## src/egd_pkg.sv

```systemverilog
// Shared types and constants for the two-lead EMG gesture decoder.
// Used by every module under src; depends on nothing.
`default_nettype none

package egd_pkg;

	localparam int SAMPLE_BITS     = 10;
	localparam int CAL_SAMPLES_DEF = 50;
	localparam int QUEUE_DEPTH     = 2;

	// threshold dividers: floor(n / den) by reciprocal multiply plus one correction
	localparam int NUM_W     = SAMPLE_BITS + 2;
	localparam int DIV_SHIFT = 20;
	localparam int MUL_W     = 18;
	localparam int LVL_DEN   = 10;
	localparam int FALL_DEN  = 5;
	localparam int DIV10_MUL = (1 << DIV_SHIFT) / LVL_DEN;
	localparam int DIV5_MUL  = (1 << DIV_SHIFT) / FALL_DEN;

	localparam logic [1:0] CODE_REST   = 2'd0;
	localparam logic [1:0] CODE_LEAD_B = 2'd1;
	localparam logic [1:0] CODE_LEAD_A = 2'd2;
	localparam logic [1:0] CODE_BOTH   = 2'd3;

	typedef struct packed {
		logic [SAMPLE_BITS-1:0] sample_a;
		logic [SAMPLE_BITS-1:0] sample_b;
	} sample_t;

	typedef struct packed {
		logic       calibrating;
		logic       sent;
		logic [1:0] code;
		logic       level_a;
		logic       level_b;
		logic       marker_pin;
	} result_t;

	// front to back word
	typedef struct packed {
		logic calibrating;
		logic level_a;
		logic level_b;
	} lead_word_t;

endpackage

`default_nettype wire

```

## src/two_channel_emg_gesture_decoder_core.sv

```systemverilog
// Top level of the two-lead EMG gesture decoder: front end, word queue,
// back end. Depends on egd_pkg, egd_front, egd_queue, egd_back.
//
//   channel   dir  handshake                    word
//   sample    in   sample_valid / sample_stall  egd_pkg::sample_t
//   result    out  result_valid / result_stall  egd_pkg::result_t
//
// One sample pair per cycle while sample_stall is low; each pair is registered
// in the queue, then in the result register. After the last calibration word
// the input stalls through PH_FIN1 and PH_FIN2 while the threshold dividers (reciprocal multiply, then correct) finish.
// arst_n clears calibration, thresholds, lead levels, sequencer and queue.
// Front and back stall independently through the two-entry queue.
`default_nettype none

module two_channel_emg_gesture_decoder_core #(
	parameter int CAL_SAMPLES = egd_pkg::CAL_SAMPLES_DEF
) (
	input  wire logic              clk,
	input  wire logic              arst_n,
	input  wire logic              sample_valid,
	output logic                   sample_stall,
	input  wire egd_pkg::sample_t  sample,
	output logic                   result_valid,
	input  wire logic              result_stall,
	output egd_pkg::result_t       result
);

	logic                 q_full;
	logic                 push_valid;
	egd_pkg::lead_word_t  push_word;
	logic                 pop_valid;
	egd_pkg::lead_word_t  pop_word;
	logic                 pop_take;

	egd_front #(
		.CAL_SAMPLES (CAL_SAMPLES)
	) u_front (
		.clk          (clk),
		.arst_n       (arst_n),
		.sample_valid (sample_valid),
		.sample_stall (sample_stall),
		.sample       (sample),
		.q_full       (q_full),
		.push_valid   (push_valid),
		.push_word    (push_word)
	);

	egd_queue #(
		.DEPTH (egd_pkg::QUEUE_DEPTH)
	) u_queue (
		.clk        (clk),
		.arst_n     (arst_n),
		.push_valid (push_valid),
		.push_word  (push_word),
		.full       (q_full),
		.pop_valid  (pop_valid),
		.pop_word   (pop_word),
		.pop_take   (pop_take)
	);

	egd_back u_back (
		.clk          (clk),
		.arst_n       (arst_n),
		.pop_valid    (pop_valid),
		.pop_word     (pop_word),
		.pop_take     (pop_take),
		.result_valid (result_valid),
		.result_stall (result_stall),
		.result       (result)
	);

	a_marker_tracks_code: assert property (@(posedge clk) disable iff (!arst_n)
		result_valid && result.sent |-> result.marker_pin == (result.code == egd_pkg::CODE_LEAD_B))
		else $error("marker does not follow sent code");

	a_cal_quiet: assert property (@(posedge clk) disable iff (!arst_n)
		result_valid && result.calibrating |->
			!result.sent && !result.level_a && !result.level_b)
		else $error("calibration word carries decode output");

	a_unsent_zero: assert property (@(posedge clk) disable iff (!arst_n)
		result_valid && !result.sent |-> result.code == egd_pkg::CODE_REST)
		else $error("code nonzero without send");

	a_full_not_empty: assert property (@(posedge clk) disable iff (!arst_n)
		q_full |-> pop_valid && sample_stall)
		else $error("queue full flag inconsistent");

endmodule

`default_nettype wire

```

## src/egd_front.sv

```systemverilog
// Front end: calibration tracking, threshold computation and per-lead
// slope/level qualification. Depends on egd_pkg.
`default_nettype none

module egd_front #(
	parameter int CAL_SAMPLES = egd_pkg::CAL_SAMPLES_DEF
) (
	input  wire logic                clk,
	input  wire logic                arst_n,
	input  wire logic                sample_valid,
	output logic                     sample_stall,
	input  wire egd_pkg::sample_t    sample,
	input  wire logic                q_full,
	output logic                     push_valid,
	output egd_pkg::lead_word_t      push_word
);

	localparam int SB    = egd_pkg::SAMPLE_BITS;
	localparam int NW    = egd_pkg::NUM_W;
	localparam int PW    = egd_pkg::NUM_W + egd_pkg::MUL_W;
	localparam int CNT_W = (CAL_SAMPLES > 1) ? $clog2(CAL_SAMPLES) : 1;

	typedef enum logic [1:0] {PH_CAL, PH_FIN1, PH_FIN2, PH_RUN} phase_t;

	phase_t             phase_q;
	logic [CNT_W-1:0]   cnt_q;
	logic [SB-1:0]      min_q      [2];
	logic [SB-1:0]      max_q      [2];
	logic [SB-1:0]      rise_q     [2];
	logic [SB-1:0]      fall_mag_q [2];
	logic [SB-1:0]      prev_q     [2];
	logic [SB-1:0]      lth_q      [2];
	logic [SB-1:0]      rth_q      [2];
	logic [SB-1:0]      fth_q      [2];
	logic               lead_q     [2];
	logic [NW-1:0]      lnum_s1    [2];
	logic [NW-1:0]      lq0_s1     [2];
	logic [NW-1:0]      fnum_s1    [2];
	logic [NW-1:0]      fq0_s1     [2];

	logic [SB-1:0]        s        [2];
	logic signed [SB:0]   slope    [2];
	logic signed [SB:0]   fall_lim [2];
	logic                 lv       [2];
	logic [NW-1:0]        lnum     [2];
	logic [NW-1:0]        fnum     [2];
	logic [PW-1:0]        lprod    [2];
	logic [PW-1:0]        fprod    [2];
	logic [NW-1:0]        lrem     [2];
	logic [NW-1:0]        frem     [2];
	logic [NW-1:0]        lq       [2];
	logic [NW-1:0]        fq       [2];
	logic                 accept;

	assign s[0] = sample.sample_a;
	assign s[1] = sample.sample_b;

	assign sample_stall = q_full || (phase_q == PH_FIN1) || (phase_q == PH_FIN2);
	assign accept       = sample_valid && !sample_stall;
	assign push_valid   = accept;

	always_comb begin
		for (int ch = 0; ch < 2; ch++) begin
			slope[ch]    = $signed({1'b0, s[ch]}) - $signed({1'b0, prev_q[ch]});
			fall_lim[ch] = -$signed({1'b0, fth_q[ch]});
			if (!lead_q[ch]) begin
				lv[ch] = (slope[ch] > $signed({1'b0, rth_q[ch]})) ||
					((s[ch] > lth_q[ch]) && (slope[ch] > 0));
			end else begin
				lv[ch] = !(((slope[ch] < 0) && (s[ch] < lth_q[ch])) ||
					(slope[ch] < fall_lim[ch]));
			end
			// span * 3 and fall magnitude * 4
			lnum[ch]  = NW'(max_q[ch] - min_q[ch]) + NW'({max_q[ch] - min_q[ch], 1'b0});
			fnum[ch]  = NW'({fall_mag_q[ch], 2'b00});
			lprod[ch] = PW'(lnum[ch]) * PW'(egd_pkg::DIV10_MUL);
			fprod[ch] = PW'(fnum[ch]) * PW'(egd_pkg::DIV5_MUL);
			// estimate is exact or one low
			lrem[ch]  = lnum_s1[ch] - NW'(lq0_s1[ch] * egd_pkg::LVL_DEN);
			frem[ch]  = fnum_s1[ch] - NW'(fq0_s1[ch] * egd_pkg::FALL_DEN);
			lq[ch]    = (lrem[ch] >= NW'(egd_pkg::LVL_DEN)) ? lq0_s1[ch] + NW'(1) : lq0_s1[ch];
			fq[ch]    = (frem[ch] >= NW'(egd_pkg::FALL_DEN)) ? fq0_s1[ch] + NW'(1) : fq0_s1[ch];
		end
	end

	always_comb begin
		push_word.calibrating = (phase_q == PH_CAL);
		push_word.level_a     = (phase_q == PH_RUN) && lv[0];
		push_word.level_b     = (phase_q == PH_RUN) && lv[1];
	end

	always_ff @(posedge clk or negedge arst_n) begin
		if (!arst_n) begin
			phase_q <= PH_CAL;
			cnt_q   <= '0;
			for (int ch = 0; ch < 2; ch++) begin
				min_q[ch]      <= '1;
				max_q[ch]      <= '0;
				rise_q[ch]     <= '0;
				fall_mag_q[ch] <= '0;
				prev_q[ch]     <= '0;
				lth_q[ch]      <= '0;
				rth_q[ch]      <= '0;
				fth_q[ch]      <= '0;
				lead_q[ch]     <= 1'b0;
			end
		end else begin
			unique case (phase_q)
				PH_CAL: begin
					if (accept) begin
						for (int ch = 0; ch < 2; ch++) begin
							if (s[ch] > max_q[ch]) max_q[ch] <= s[ch];
							if (s[ch] < min_q[ch]) min_q[ch] <= s[ch];
							if (slope[ch] > $signed({1'b0, rise_q[ch]}))
								rise_q[ch] <= slope[ch][SB-1:0];
							if ((prev_q[ch] > s[ch]) &&
								((prev_q[ch] - s[ch]) > fall_mag_q[ch]))
								fall_mag_q[ch] <= prev_q[ch] - s[ch];
							prev_q[ch] <= s[ch];
						end
						if (cnt_q == CNT_W'(CAL_SAMPLES - 1)) phase_q <= PH_FIN1;
						else cnt_q <= cnt_q + CNT_W'(1);
					end
				end
				PH_FIN1: begin
					phase_q <= PH_FIN2;
				end
				PH_FIN2: begin
					for (int ch = 0; ch < 2; ch++) begin
						lth_q[ch]  <= min_q[ch] + lq[ch][SB-1:0];
						rth_q[ch]  <= rise_q[ch] >> 1;
						fth_q[ch]  <= fq[ch][SB-1:0];
						prev_q[ch] <= '0;
					end
					phase_q <= PH_RUN;
				end
				PH_RUN: begin
					if (accept) begin
						for (int ch = 0; ch < 2; ch++) begin
							prev_q[ch] <= s[ch];
							lead_q[ch] <= lv[ch];
						end
					end
				end
			endcase
		end
	end

	// divider pipeline, loaded while thresholds are being finished
	always_ff @(posedge clk) begin
		for (int ch = 0; ch < 2; ch++) begin
			lnum_s1[ch] <= lnum[ch];
			fnum_s1[ch] <= fnum[ch];
			lq0_s1[ch]  <= NW'(lprod[ch] >> egd_pkg::DIV_SHIFT);
			fq0_s1[ch]  <= NW'(fprod[ch] >> egd_pkg::DIV_SHIFT);
		end
	end

endmodule

`default_nettype wire

```

## src/egd_queue.sv

```systemverilog
// Short FIFO between front and back end, holds qualified lead words.
// Depends on egd_pkg.
`default_nettype none

module egd_queue #(
	parameter int DEPTH = egd_pkg::QUEUE_DEPTH
) (
	input  wire logic                 clk,
	input  wire logic                 arst_n,
	input  wire logic                 push_valid,
	input  wire egd_pkg::lead_word_t  push_word,
	output logic                      full,
	output logic                      pop_valid,
	output egd_pkg::lead_word_t       pop_word,
	input  wire logic                 pop_take
);

	localparam int PTR_W = (DEPTH > 1) ? $clog2(DEPTH) : 1;
	localparam int CNT_W = $clog2(DEPTH + 1);

	egd_pkg::lead_word_t mem_q [DEPTH];
	logic [PTR_W-1:0]    wr_q;
	logic [PTR_W-1:0]    rd_q;
	logic [CNT_W-1:0]    count_q;
	logic                push;
	logic                pop;

	assign full      = (count_q == CNT_W'(DEPTH));
	assign pop_valid = (count_q != '0);
	assign pop_word  = mem_q[rd_q];
	assign push      = push_valid && !full;
	assign pop       = pop_take && pop_valid;

	always_ff @(posedge clk or negedge arst_n) begin
		if (!arst_n) begin
			wr_q    <= '0;
			rd_q    <= '0;
			count_q <= '0;
		end else begin
			if (push) wr_q <= (wr_q == PTR_W'(DEPTH - 1)) ? '0 : wr_q + PTR_W'(1);
			if (pop)  rd_q <= (rd_q == PTR_W'(DEPTH - 1)) ? '0 : rd_q + PTR_W'(1);
			if (push && !pop)      count_q <= count_q + CNT_W'(1);
			else if (pop && !push) count_q <= count_q - CNT_W'(1);
		end
	end

	always_ff @(posedge clk) begin
		if (push) mem_q[wr_q] <= push_word;
	end

endmodule

`default_nettype wire

```

## src/egd_back.sv

```systemverilog
// Back end: gesture code confirm/hold sequencer, marker latch and result
// register. Depends on egd_pkg.
`default_nettype none

module egd_back (
	input  wire logic                 clk,
	input  wire logic                 arst_n,
	input  wire logic                 pop_valid,
	input  wire egd_pkg::lead_word_t  pop_word,
	output logic                      pop_take,
	output logic                      result_valid,
	input  wire logic                 result_stall,
	output egd_pkg::result_t          result
);

	typedef enum logic [1:0] {MD_IDLE, MD_CONFIRM, MD_HOLD} mode_t;

	mode_t            mode_q;
	logic [1:0]       pend_q;
	logic             marker_q;

	mode_t            mode_nxt;
	logic [1:0]       pend_nxt;
	logic             marker_nxt;
	logic             sent;
	logic [1:0]       code;
	logic [1:0]       cur;

	assign pop_take = pop_valid && (!result_valid || !result_stall);
	assign cur      = {pop_word.level_a, pop_word.level_b};

	always_comb begin
		mode_nxt = mode_q;
		pend_nxt = pend_q;
		sent     = 1'b0;
		code     = egd_pkg::CODE_REST;
		unique case (mode_q)
			MD_CONFIRM: begin
				sent = 1'b1;
				if (cur == pend_q)                 code = cur;
				else if (cur == egd_pkg::CODE_BOTH) code = egd_pkg::CODE_BOTH;
				mode_nxt = (code != egd_pkg::CODE_REST) ? MD_HOLD : MD_IDLE;
			end
			MD_HOLD: begin
				if (cur == egd_pkg::CODE_REST) begin
					sent     = 1'b1;
					mode_nxt = MD_IDLE;
				end
			end
			default: begin
				if (cur == egd_pkg::CODE_LEAD_A || cur == egd_pkg::CODE_LEAD_B) begin
					pend_nxt = cur;
					mode_nxt = MD_CONFIRM;
				end else begin
					sent     = 1'b1;
					code     = cur;
					mode_nxt = (cur == egd_pkg::CODE_BOTH) ? MD_HOLD : MD_IDLE;
				end
			end
		endcase
		marker_nxt = sent ? (code == egd_pkg::CODE_LEAD_B) : marker_q;
	end

	always_ff @(posedge clk or negedge arst_n) begin
		if (!arst_n) begin
			mode_q       <= MD_IDLE;
			pend_q       <= egd_pkg::CODE_REST;
			marker_q     <= 1'b0;
			result_valid <= 1'b0;
			result       <= '0;
		end else if (pop_take) begin
			result_valid <= 1'b1;
			if (pop_word.calibrating) begin
				result.calibrating <= 1'b1;
				result.sent        <= 1'b0;
				result.code        <= egd_pkg::CODE_REST;
				result.level_a     <= 1'b0;
				result.level_b     <= 1'b0;
				result.marker_pin  <= marker_q;
			end else begin
				mode_q             <= mode_nxt;
				pend_q             <= pend_nxt;
				marker_q           <= marker_nxt;
				result.calibrating <= 1'b0;
				result.sent        <= sent;
				result.code        <= code;
				result.level_a     <= pop_word.level_a;
				result.level_b     <= pop_word.level_b;
				result.marker_pin  <= marker_nxt;
			end
		end else if (!result_stall) begin
			result_valid <= 1'b0;
		end
	end

endmodule

`default_nettype wire
```

## config.mk

```make
export PLATFORM = sky130hd
export DESIGN_NAME = two_channel_emg_gesture_decoder_core
export DESIGN_NICKNAME = d
export VERILOG_FILES = /design/src/egd_pkg.sv /design/src/two_channel_emg_gesture_decoder_core.sv /design/src/egd_front.sv /design/src/egd_queue.sv /design/src/egd_back.sv
export SDC_FILE = /design/constraint.sdc
export NUM_CORES = 1
export LEC_CHECK = 0
export BUFFER_PORTS_ARGS = -buffer_cell sky130_fd_sc_hd__buf_4
export CAP_MARGIN = 20
export CELL_PAD_IN_SITES_DETAIL_PLACEMENT = 0
export CELL_PAD_IN_SITES_GLOBAL_PLACEMENT = 1
export CORE_MARGIN = 1
export CORE_UTILIZATION = 34
export CTS_BUF_LIST = sky130_fd_sc_hd__clkbuf_4
export CTS_CLUSTER_SIZE = 25
export DETAILED_ROUTE_END_ITERATION = 8
export PLACE_DENSITY = 0.63
export REMOVE_ABC_BUFFERS = 1
export SLEW_MARGIN = 20
export SYNTH_ARGS = -nofsm -noshare
export SYNTH_HDL_FRONTEND = slang
export SYNTH_SLANG_ARGS = --single-unit
export TNS_END_PERCENT = 10
```

## constraint.sdc

```tcl
create_clock -name clk -period 23.5 [get_ports clk]
set_clock_uncertainty 0.15 [all_clocks]
set_input_delay 1.175 -clock clk [delete_from_list [all_inputs] [get_ports clk]]
set_output_delay 1.175 -clock clk [all_outputs]
set_load 0.1 [all_outputs]
```

# [Word-level counts from Yosys, hierarchy flattened]
# Memories as Yosys holds them, arrays and structs flattened.
# Index checks and enable logic that the tools add are counted.
[totals] register_bits=185 ram_bits=88 out_inout_bits=9 mem_count=5
[mem_list] name="u_front.lnum_s1" depth=2 width=12 rd=2 rd_ports_with_merged_regs=0 wr=2 line="egd_front.sv:36" text="logic [NW-1:0] lnum_s1 [2];"
[mem_list] name="u_front.fnum_s1" depth=2 width=10 rd=2 rd_ports_with_merged_regs=0 wr=2 line="egd_front.sv:38" text="logic [NW-1:0] fnum_s1 [2];"
[mem_list] name="u_front.fq0_s1" depth=2 width=10 rd=2 rd_ports_with_merged_regs=0 wr=2 line="egd_front.sv:39" text="logic [NW-1:0] fq0_s1 [2];"
[mem_list] name="u_front.lq0_s1" depth=2 width=9 rd=2 rd_ports_with_merged_regs=0 wr=2 line="egd_front.sv:37" text="logic [NW-1:0] lq0_s1 [2];"
[mem_list] name="u_queue.mem_q" depth=2 width=3 rd=1 rd_ports_with_merged_regs=0 wr=1 line="egd_queue.sv:21" text="egd_pkg::lead_word_t mem_q [DEPTH];"
[classes] addsub=27 n_mul=8 magnitude_cmp=26 eq_ne=17 n_mux=34 bitwise_logic=3 n_reduce_logical=54
[op_table] operator="> comparator 10 bit" n=8
[op_table] operator="multiplier 12 x 17 -> 29 bit (second input constant)" n=2
[op_table] operator="multiplier 10 x 18 -> 28 bit (second input constant)" n=2
[op_table] operator="subtractor 12 bit" n=4
[op_table] operator="subtractor 10 x 10 -> 11 bit" n=4
[op_table] operator="adder 10 x 1 -> 10 bit (second input constant)" n=4
[op_table] operator="< comparator 10 bit" n=4
[op_table] operator="two-way mux 10 bit" n=4
[op_table] operator="case mux 20 bit (2 select lines)" n=1
[op_table] operator="subtractor 10 bit" n=4
[op_table] operator="AND reduction 3 bit" n=11
[op_table] operator="adder 12 x 11 -> 12 bit" n=2
[op_table] operator=">= comparator 12 x 3 -> 1 bit (second input constant)" n=2
[op_table] operator=">= comparator 12 x 4 -> 1 bit (second input constant)" n=2
[op_table] operator="multiplier 12 x 3 -> 11 bit (second input constant)" n=2
[op_table] operator="multiplier 12 x 3 -> 12 bit (second input constant)" n=2
[op_table] operator="two-way mux 2 bit" n=12
[op_table] operator="> comparator 11 x 1 -> 1 bit (second input constant)" n=2
[op_table] operator="> comparator 11 x 10 -> 1 bit" n=2
[op_table] operator="> comparator 11 bit" n=2
[op_table] operator="< comparator 11 x 1 -> 1 bit (second input constant)" n=2
[op_table] operator="< comparator 11 bit" n=2
[op_table] operator="negator 10 -> 11 bit" n=2
[op_table] operator="adder 10 bit" n=2
[op_table] operator="other kinds (26)" n=85

# [Depth between registers and ports, before layout]
# Gate-level depths: netlist of the first run.
[logic_depth] word_depth=10 depth_mapped=36

# [Hierarchy]
# A second synthesis of the first run with hierarchy kept.
[unflattened] hier_cells=3008 area_unflattened_um2=28228.3
[modules_own_cells] module="egd_front" n_inst=1 cells_each=2911 area_per_inst_um2=27069.7 seq_area_each_um2=5830.6
[modules_own_cells] module="egd_back" n_inst=1 cells_each=69 area_per_inst_um2=734.5 seq_area_each_um2=325.3
[modules_own_cells] module="egd_queue" n_inst=1 cells_each=28 area_per_inst_um2=424.2 seq_area_each_um2=280.3

# [Least setup slack after synthesis of the first run]
# No wires, ideal clock.
[synth_timing] kind="register to register" startpoint="register u_front.min_q[1] (netlist bit)" endpoint="memory u_front.lq0_s1[0][16] (netlist bit)" setup_ps=72 arrival_ps=7947 setup_slack_ps=15331 stages_incl_launch_ff=35 n_path_buf=0 path_cell_list="dfstp_2 > inv_1 > ha_1 > nor2b_1 > o21ai_0 > a21boi_0 > o21ai_0 > nand2b_1 > a21o_1 > a21o_1 > a21o_1 > a21oi_1 > xnor2_1 > ha_1 > nand2b_1 > nor3_1 > a2111oi_0 > o311ai_2 > xnor2_1 > fa_1 > inv_1 > fa_1 > fa_1 > inv_1 > fa_1 > ha_1 > a2111oi_0 > o21ai_0 > o31a_1 > a41o_1 > o2111ai_1 > and4b_1 > inv_1 > a21oi_1 > xnor2_1"
[synth_rtl] item="start: declaration" line="egd_front.sv:27" text="logic [SB-1:0] min_q [2];"
[synth_rtl] item="start signal: indexed assignment" line="egd_front.sv:97" text="min_q[ch] <= '1;"
[synth_rtl] item="end: declaration" line="egd_front.sv:37"

==> impl_metrics.yaml, run 1 <==
synthesis:
  postSynthCellCount: 2987
  ys_seq_elements: 271
  mappedNetlistArea_um2: 28300
  ys_types: 89
  ys_seq_area_share_pct: 22.8
  fraction_of_registers_with_async_set_or_reset_after_synthesis_pct: 68.3
  postSynthAreaPerCell_um2: 9.46
  number_of_enable_flip_flop_cells_after_synthesis: 6
  synthFlopType: "sky130_fd_sc_hd__dfrtp_1"
  synth.yosys.warnings: 0
die:
  floorplan.initialDensity_pct: 34.4
  floorplan.core_area_um2: 82100
  rows: 105
  io-pin-count: 33
  floorplan.die.height_um: 290
  die-area_um2: 84300
  chipWidth_um: 290
hold_path:
  hold_path.class: "in -> async"
cts:
  cts_made_buffers: 85
  total_number_of_clock_tree_sinks: 271
  hold_buffers: 0
  tritoncts: "done"
  postCtsSetupRepairBufs: 0
  cts.reportedPaths.clkPinSlew_ns: 0.06
  cts_buffer_depth: 3
  ctsRootBufferMaster: "sky130_fd_sc_hd__clkbuf_4"
  clk-insertion-delay-late_ns: 0.84
  cts_htree_levels: 3
  post_cts_resized: 0
route:
  dr.first_iter.drc_count: 607
  drcViolationCount: 0
  routed_via_count_divided_by_cell_count: 4.71
  wl_um: 62400
  wl_per_cell_um: 14.8
  route.vias.total: 19800
  drt-pass1-iter-count: 4
  final_antenna_net_count: 0
layout:
  largest_register_ff_count: 22
  final_layout_size_suffix_gt1_share_pct: 9.00
  final_nets: 3834
  postLayoutCoreUtil_pct: 37.6
  top_register: "u_front.lnum_s1"
  n_fill_cell: 8403
  area.growth.synth_to_final_pct: 9.27
power_and_ir_drop:
  swShare_pct: 41.3
  ir_drop_mv: 0.0381
  p_comb_share_pct: 44.5
  share_seq_of_total_power_pct: 29.2
  clock_power_share_pct: 26.4
  p_int_w: 0.00107
  p_leak_nw: 16.3
  pwr_density_cell_nw_per_um2: 59.1
  power.net_switching_w: 0.000754
worst_setup_path:
  worst_setup_path_start_kind: "register"
  timing.critical_path.fanout_max: 7
  cp-end-kind: "register"
  crit_path_frequent_cell: "sky130_fd_sc_hd__inv_1"
  arrival_ns: 9.44
  worstPathRequired_ns: 24.05
  slowest_stage: "sky130_fd_sc_hd__fa_1"
  worstPathBufferInverterCount: 5
  critPathKind: "reg -> reg"
  path_delay_family: "compound AO/OA/AOI/OAI gates"
  critPathMaxStageDelay_ns: 0.61
timing:
  setup_total_negative_slack_ns: 0
  fraction_of_the_cycle_the_final_worst_path_needs_pct: 37.8
  max_freq_ghz: 0.112
  final_max_slew_viol_count: 0
  final.min_clock_period_ns: 8.89
  rsz0062_at_grt: "no"
  setup_slack_ns: 14.61
  finalHoldViolations: 0
  max-slew-margin-rel_pct: 41.4
  timing.hold.ws_ns: 0.282
  setup-violations-final: 0
  tightest_slew_ns: 0.875
global_route:
  grt_use_total_pct: 15.4
  global_route_wire_length_before_repair_um: 106000
  antenna_found_initial: 2
  grt_pass1_vias: 20800
  grt_start_max_net_pins: 78
  globalRoute.totalOverflow: 0
run_status:
  run_status: "completed"
placement:
  pre_cts_slack_ns: 14.64
  post-dp-hpwl_um: 50600
  final_weighted_congestion_of_routability_driven_global_placement: 0.801
  io_buffers: 32
flow_run:
  max_capacitance_violation_total: 0
## cells in the mapped netlist (all sizes together), types with 13 or more instances
| cell type | count | area (µm²) |
|---|---|---|
| a211oi | 13 | 97.6 |
| dfstp | 20 | 526 |
| a2111oi | 13 | 153 |
| dfrtp | 165 | 4130 |
| a21oi | 174 | 897 |
| inv | 514 | 1930 |
| fa | 146 | 2920 |
| a22o | 20 | 175 |
| o21bai | 26 | 195 |
| nand4 | 51 | 319 |
| xnor2 | 138 | 1210 |
| mux2 | 45 | 507 |
| a21o | 75 | 563 |
| ha | 588 | 7360 |
| nand2b | 33 | 206 |
| nand3 | 23 | 115 |
| and3 | 17 | 106 |
| o21ai | 132 | 661 |
| clkbuf | 29 | 110 |
| nor3 | 52 | 265 |
| xor2 | 82 | 741 |
| mux2i | 47 | 470 |
| nand2 | 128 | 480 |
| dfxtp | 80 | 1600 |
| nor2b | 41 | 264 |
| or3 | 19 | 119 |
| nor2 | 131 | 492 |
| o21a | 47 | 353 |
## path summary, 6_finish.rpt
kind,cells past startpoint,slack (ns),endpoint,start
setup / recovery,34,14.61,u_front.lq0_s1[0][16],u_front.min_q[1]
max in group asynchronous,3,20.98,u_front.fall_mag_q[15],arst_n
min in group clk,0,0.30,u_front.fnum_s1[0][8],u_front.fall_mag_q[18]
hold reg to reg,0,0.30,u_front.fnum_s1[0][8],u_front.fall_mag_q[18]
setup reg to reg,34,14.61,u_front.lq0_s1[0][16],u_front.min_q[1]
hold / removal,1,0.28,u_front.fth_q[1],arst_n
## cells in the final DEF, fill, tap and decap left out, types with 75 or more instances in the layout
cell | synthesis | layout
sky130_fd_sc_hd__nor2_1 | 131 | 130
sky130_fd_sc_hd__nand2_1 | 128 | 128
sky130_fd_sc_hd__dfrtp_1 | 165 | 165
sky130_fd_sc_hd__a21oi_1 | 167 | 166
sky130_fd_sc_hd__a21o_1 | 75 | 75
sky130_fd_sc_hd__xnor2_1 | 138 | 138
sky130_fd_sc_hd__clkbuf_4 | 0 | 123
sky130_fd_sc_hd__xor2_1 | 79 | 79
sky130_fd_sc_hd__dfxtp_1 | 80 | 80
sky130_fd_sc_hd__inv_1 | 514 | 514
sky130_fd_sc_hd__o21ai_0 | 127 | 127
sky130_fd_sc_hd__ha_1 | 588 | 587
sky130_fd_sc_hd__fa_1 | 146 | 146
## metrics by stage
step	power [W]	instance area, µm²	cells
final	0.00182	30900	4215
after global routing	0.00199	30900	4215
after CTS	0.00186	30900	4214
after detailed placement	0.00136	29800	4059
after global placement	0.00136	29800	4059
after floorplan	0.00114	28100	2950
## metal layers
metal	global-route usage [%]	up-vias	share of wire [%]	wire length, µm
met4	3.50	2	1.3	825
met5	0	-	0.014	9
met3	2.48	65	2.8	1760
met1	21.2	9219	51	31600
met2	25.2	153	45	28300
li1	-	10400	-	-
## power groups by stage
stage               clock [W]  sequential [W]  combinational (W)
detailed placement          0        0.000542           0.000817
CTS                  0.000508        0.000533           0.000823
finish               0.000481        0.000532           0.000811
global route         0.000531        0.000538           0.000925
floorplan                   0        0.000573           0.000566
global placement            0        0.000542           0.000817
## kinds of logic after synthesis
kind of cell / count (synthesis) / share of synthesized area (%)
AND/OR/NAND/NOR: 545 / 9.87
adder cells (fa/ha/maj): 734 / 36.4
multiplexers: 92 / 3.46
flip-flops: 271 / 22.8
buffers and inverters: 552 / 7.37
XOR/XNOR: 220 / 6.90
AO/OA/AOI/OAI: 573 / 13.3
## final cells by class
| cell class | count | area [µm²] | share of cell area (%) |
|---|---|---|---|
| clock inverters | 32 | 169 | 0.547 |
| repair buffers | 39 | 299 | 0.968 |
| diodes | 1 | 2.50 | 0.00810 |
| inverters | 515 | 1930 | 6.26 |
| clock buffers | 123 | 923 | 2.99 |
| well taps | 1070 | 1340 | 4.33 |
| flip-flops and latches | 271 | 6440 | 20.8 |
| multi-input cells | 2164 | 19800 | 64.1 |
Note: power is estimated with default switching activity, not from simulation.
==> run 2, diff against run 1 <==
==> constraint.sdc (replaced) <==
create_clock -name clk -period 8.25 [get_ports clk]
set_clock_uncertainty 0.15 [all_clocks]
set_input_delay 0.4125 -clock clk [delete_from_list [all_inputs] [get_ports clk]]
set_output_delay 0.4125 -clock clk [all_outputs]
set_load 0.1 [all_outputs]
==> run 2 against run 1 <==
Against the previous run:
- sequential share of layout area is 0.83 points lower
- clock-buffer cell count did not move
- first-iteration DRC count fell by 2.6%
- non-clock buffer count rose by 117
- global-route usage is 0.35 points higher
- final cell count up 2.9%
- largest cell class unchanged
- sequential power increased to 2.9 times the previous value
- register-to-register slack worse by 14 ns
==> impl_metrics.yaml, run 2 (same netlist as run 1, synthesis figures left out) <==
run_status:
  run_status: "completed"
worst_setup_path:
  crit_path_frequent_cell: "sky130_fd_sc_hd__inv_2"
  worstPathRequired_ns: 8.79
  timing.critical_path.fanout_max: 4
  regToRegSetupSlack_ns: 0.39
  critical_path.reg2reg.endpoint: "u_front.lq0_s1[0][16]"
  critPathMaxStageDelay_ns: 0.58
  r2r_cells: 35
  arrival_ns: 8.40
  slowest_stage: "sky130_fd_sc_hd__fa_1"
  worst_setup_path_start_kind: "register"
  critPathKind: "reg -> reg"
  worstReg2RegStart: "u_front.min_q[1]"
  cp-end-kind: "register"
timing:
  fraction_of_the_cycle_the_final_worst_path_needs_pct: 95.3
  setup_total_negative_slack_ns: 0
  final_max_slew_viol_count: 0
  max_freq_ghz: 0.127
  rsz0062_at_grt: "yes"
  finalHoldViolations: 0
  max-slew-margin-rel_pct: 40.5
  timing.hold.ws_ns: 0.0887
  tightest_slew_ns: 0.889
  setup-violations-final: 0
  final.min_clock_period_ns: 7.86
cts:
  cts_htree_levels: 3
  cts_buffer_depth: 3
  tritoncts: "done"
  ctsRootBufferMaster: "sky130_fd_sc_hd__clkbuf_4"
  clk-insertion-delay-late_ns: 0.82
  cts.reportedPaths.clkPinSlew_ns: 0.06
  total_number_of_clock_tree_sinks: 271
  cts_made_buffers: 86
layout:
  area.growth.synth_to_final_pct: 13.8
  final_common_cell: "sky130_fd_sc_hd__ha_1"
  final_layout_size_suffix_gt1_share_pct: 13.3
  layout.cells.most_common_list: "sky130_fd_sc_hd__ha_1, sky130_fd_sc_hd__inv_1, sky130_fd_sc_hd__dfrtp_1"
  top_register: "u_front.lnum_s1"
  largest_register_ff_count: 22
  final_nets: 3952
global_route:
  grt_start_max_net_pins: 81
  grt_pass1_vias: 21400
  global_route_wire_length_before_repair_um: 109000
  grt_use_total_pct: 15.8
  antenna_found_initial: 6
  globalRoute.totalOverflow: 0
power_and_ir_drop:
  pwr_density_cell_nw_per_um2: 164
  p_leak_nw: 16.9
  ir_drop_mv: 0.0889
route:
  drt-pass1-iter-count: 4
  wl_um: 63800
  routed_via_count_divided_by_cell_count: 4.71
  route.vias.total: 20400
  final_antenna_net_count: 0
  dr.first_iter.drc_count: 591
  drcViolationCount: 0
  wl_per_cell_um: 14.7
die:
  floorplan.core_area_um2: 82100
  io-pin-count: 33
  die-area_um2: 84300
  chipWidth_um: 290
  rows: 105
  floorplan.initialDensity_pct: 34.4
  floorplan.die.height_um: 290
placement:
  final_weighted_congestion_of_routability_driven_global_placement: 0.794
  io_buffers: 32
  post-dp-hpwl_um: 51500
flow_run:
  max_capacitance_violation_total: 0
hold_path:
  hold_path.class: "in -> async"
run 2: cell count changes in the layout (fill, tap and decap cells not counted), sizes merged:
cell,change
buf,+94
dlygate4sd3,+23
clkinv,+4
inv,-4
clkinvlp,+3
bufinv,+2
diode,+1
run 2: repair_timing:
action / CTS / global route
pin swaps: 6 / 40
buffers inserted: 1 / 6
setup endpoints to repair: 9 / 13
resized for setup: 11 / 63
hold endpoints to repair: 159 / 0
hold buffers: 23 / 0
run 2: worst max path at each step:
stage,start,to,slack (ns),cells past startpoint
2_1_floorplan,u_front.min_q[1],u_front.lq0_s1[0][16],0.08,34
3_3_place_gp,u_front.min_q[1],u_front.lq0_s1[0][16],-0.25,35
3_5_place_dp,u_front.min_q[1],u_front.lq0_s1[0][16],-0.21,35
4_1_cts,u_front.min_q[1],u_front.lq0_s1[0][16],-0.03,35
5_1_grt,u_front.min_q[1],u_front.lq0_s1[0][16],-0.08,35
6_report,u_front.min_q[1],u_front.lq0_s1[0][16],0.39,35
run 2: area by class of cell:
type	count	area (µm²)
Antenna cell	2	5.00
Clock buffer	123	923
Clock inverter	37	225
Fill cell	8339	49900
Inverter	515	1930
Multi-Input combinational cell	2164	20100
Sequential cell	271	6440
Tap cell	1070	1340
Timing Repair Buffer	156	1240
run 2: worst max-delay path, delay by kind of cell, from the launching register on:
family                   cells  cell delay [ns]
adder cells (fa/ha/maj)      7             2.82
AO/OA/AOI/OAI               15             2.78
AND/OR/NAND/NOR              4             0.59
flip-flops                   1             0.52
buffers and inverters        6             0.48
XOR/XNOR                     3             0.43
run 2: report_power, final:
| part | switching (W) | internal, W |
|---|---|---|
| Clock | 0.000670 | 0.000757 |
| Combinational | 0.00140 | 0.000924 |
| Sequential | 0.0000817 | 0.00144 |
| Total | 0.00216 | 0.00312 |
run 2: per-layer routing:
metal,up-vias,track usage [%],part of all wire [%]
met5,-,0,0.072
met4,8,4.48,1.8
met3,92,2.10,2.4
met2,190,26.1,46
met1,9487,21.4,49
li1,10600,-,-
run 2: metrics by stage:
stage	utilization [%]	setup WS, ns	instances	instance area [µm²]	power, W
finish	39.2	0.388	4338	32200	0.00527
global route	39.2	-0.0813	4338	32200	0.00575
CTS	38.8	-0.0306	4331	31900	0.00538
detailed placement	37.1	-0.208	4147	30400	0.00388
global placement	37.1	-0.251	4147	30400	0.00387
floorplan	-	0.0812	2950	28100	0.00325
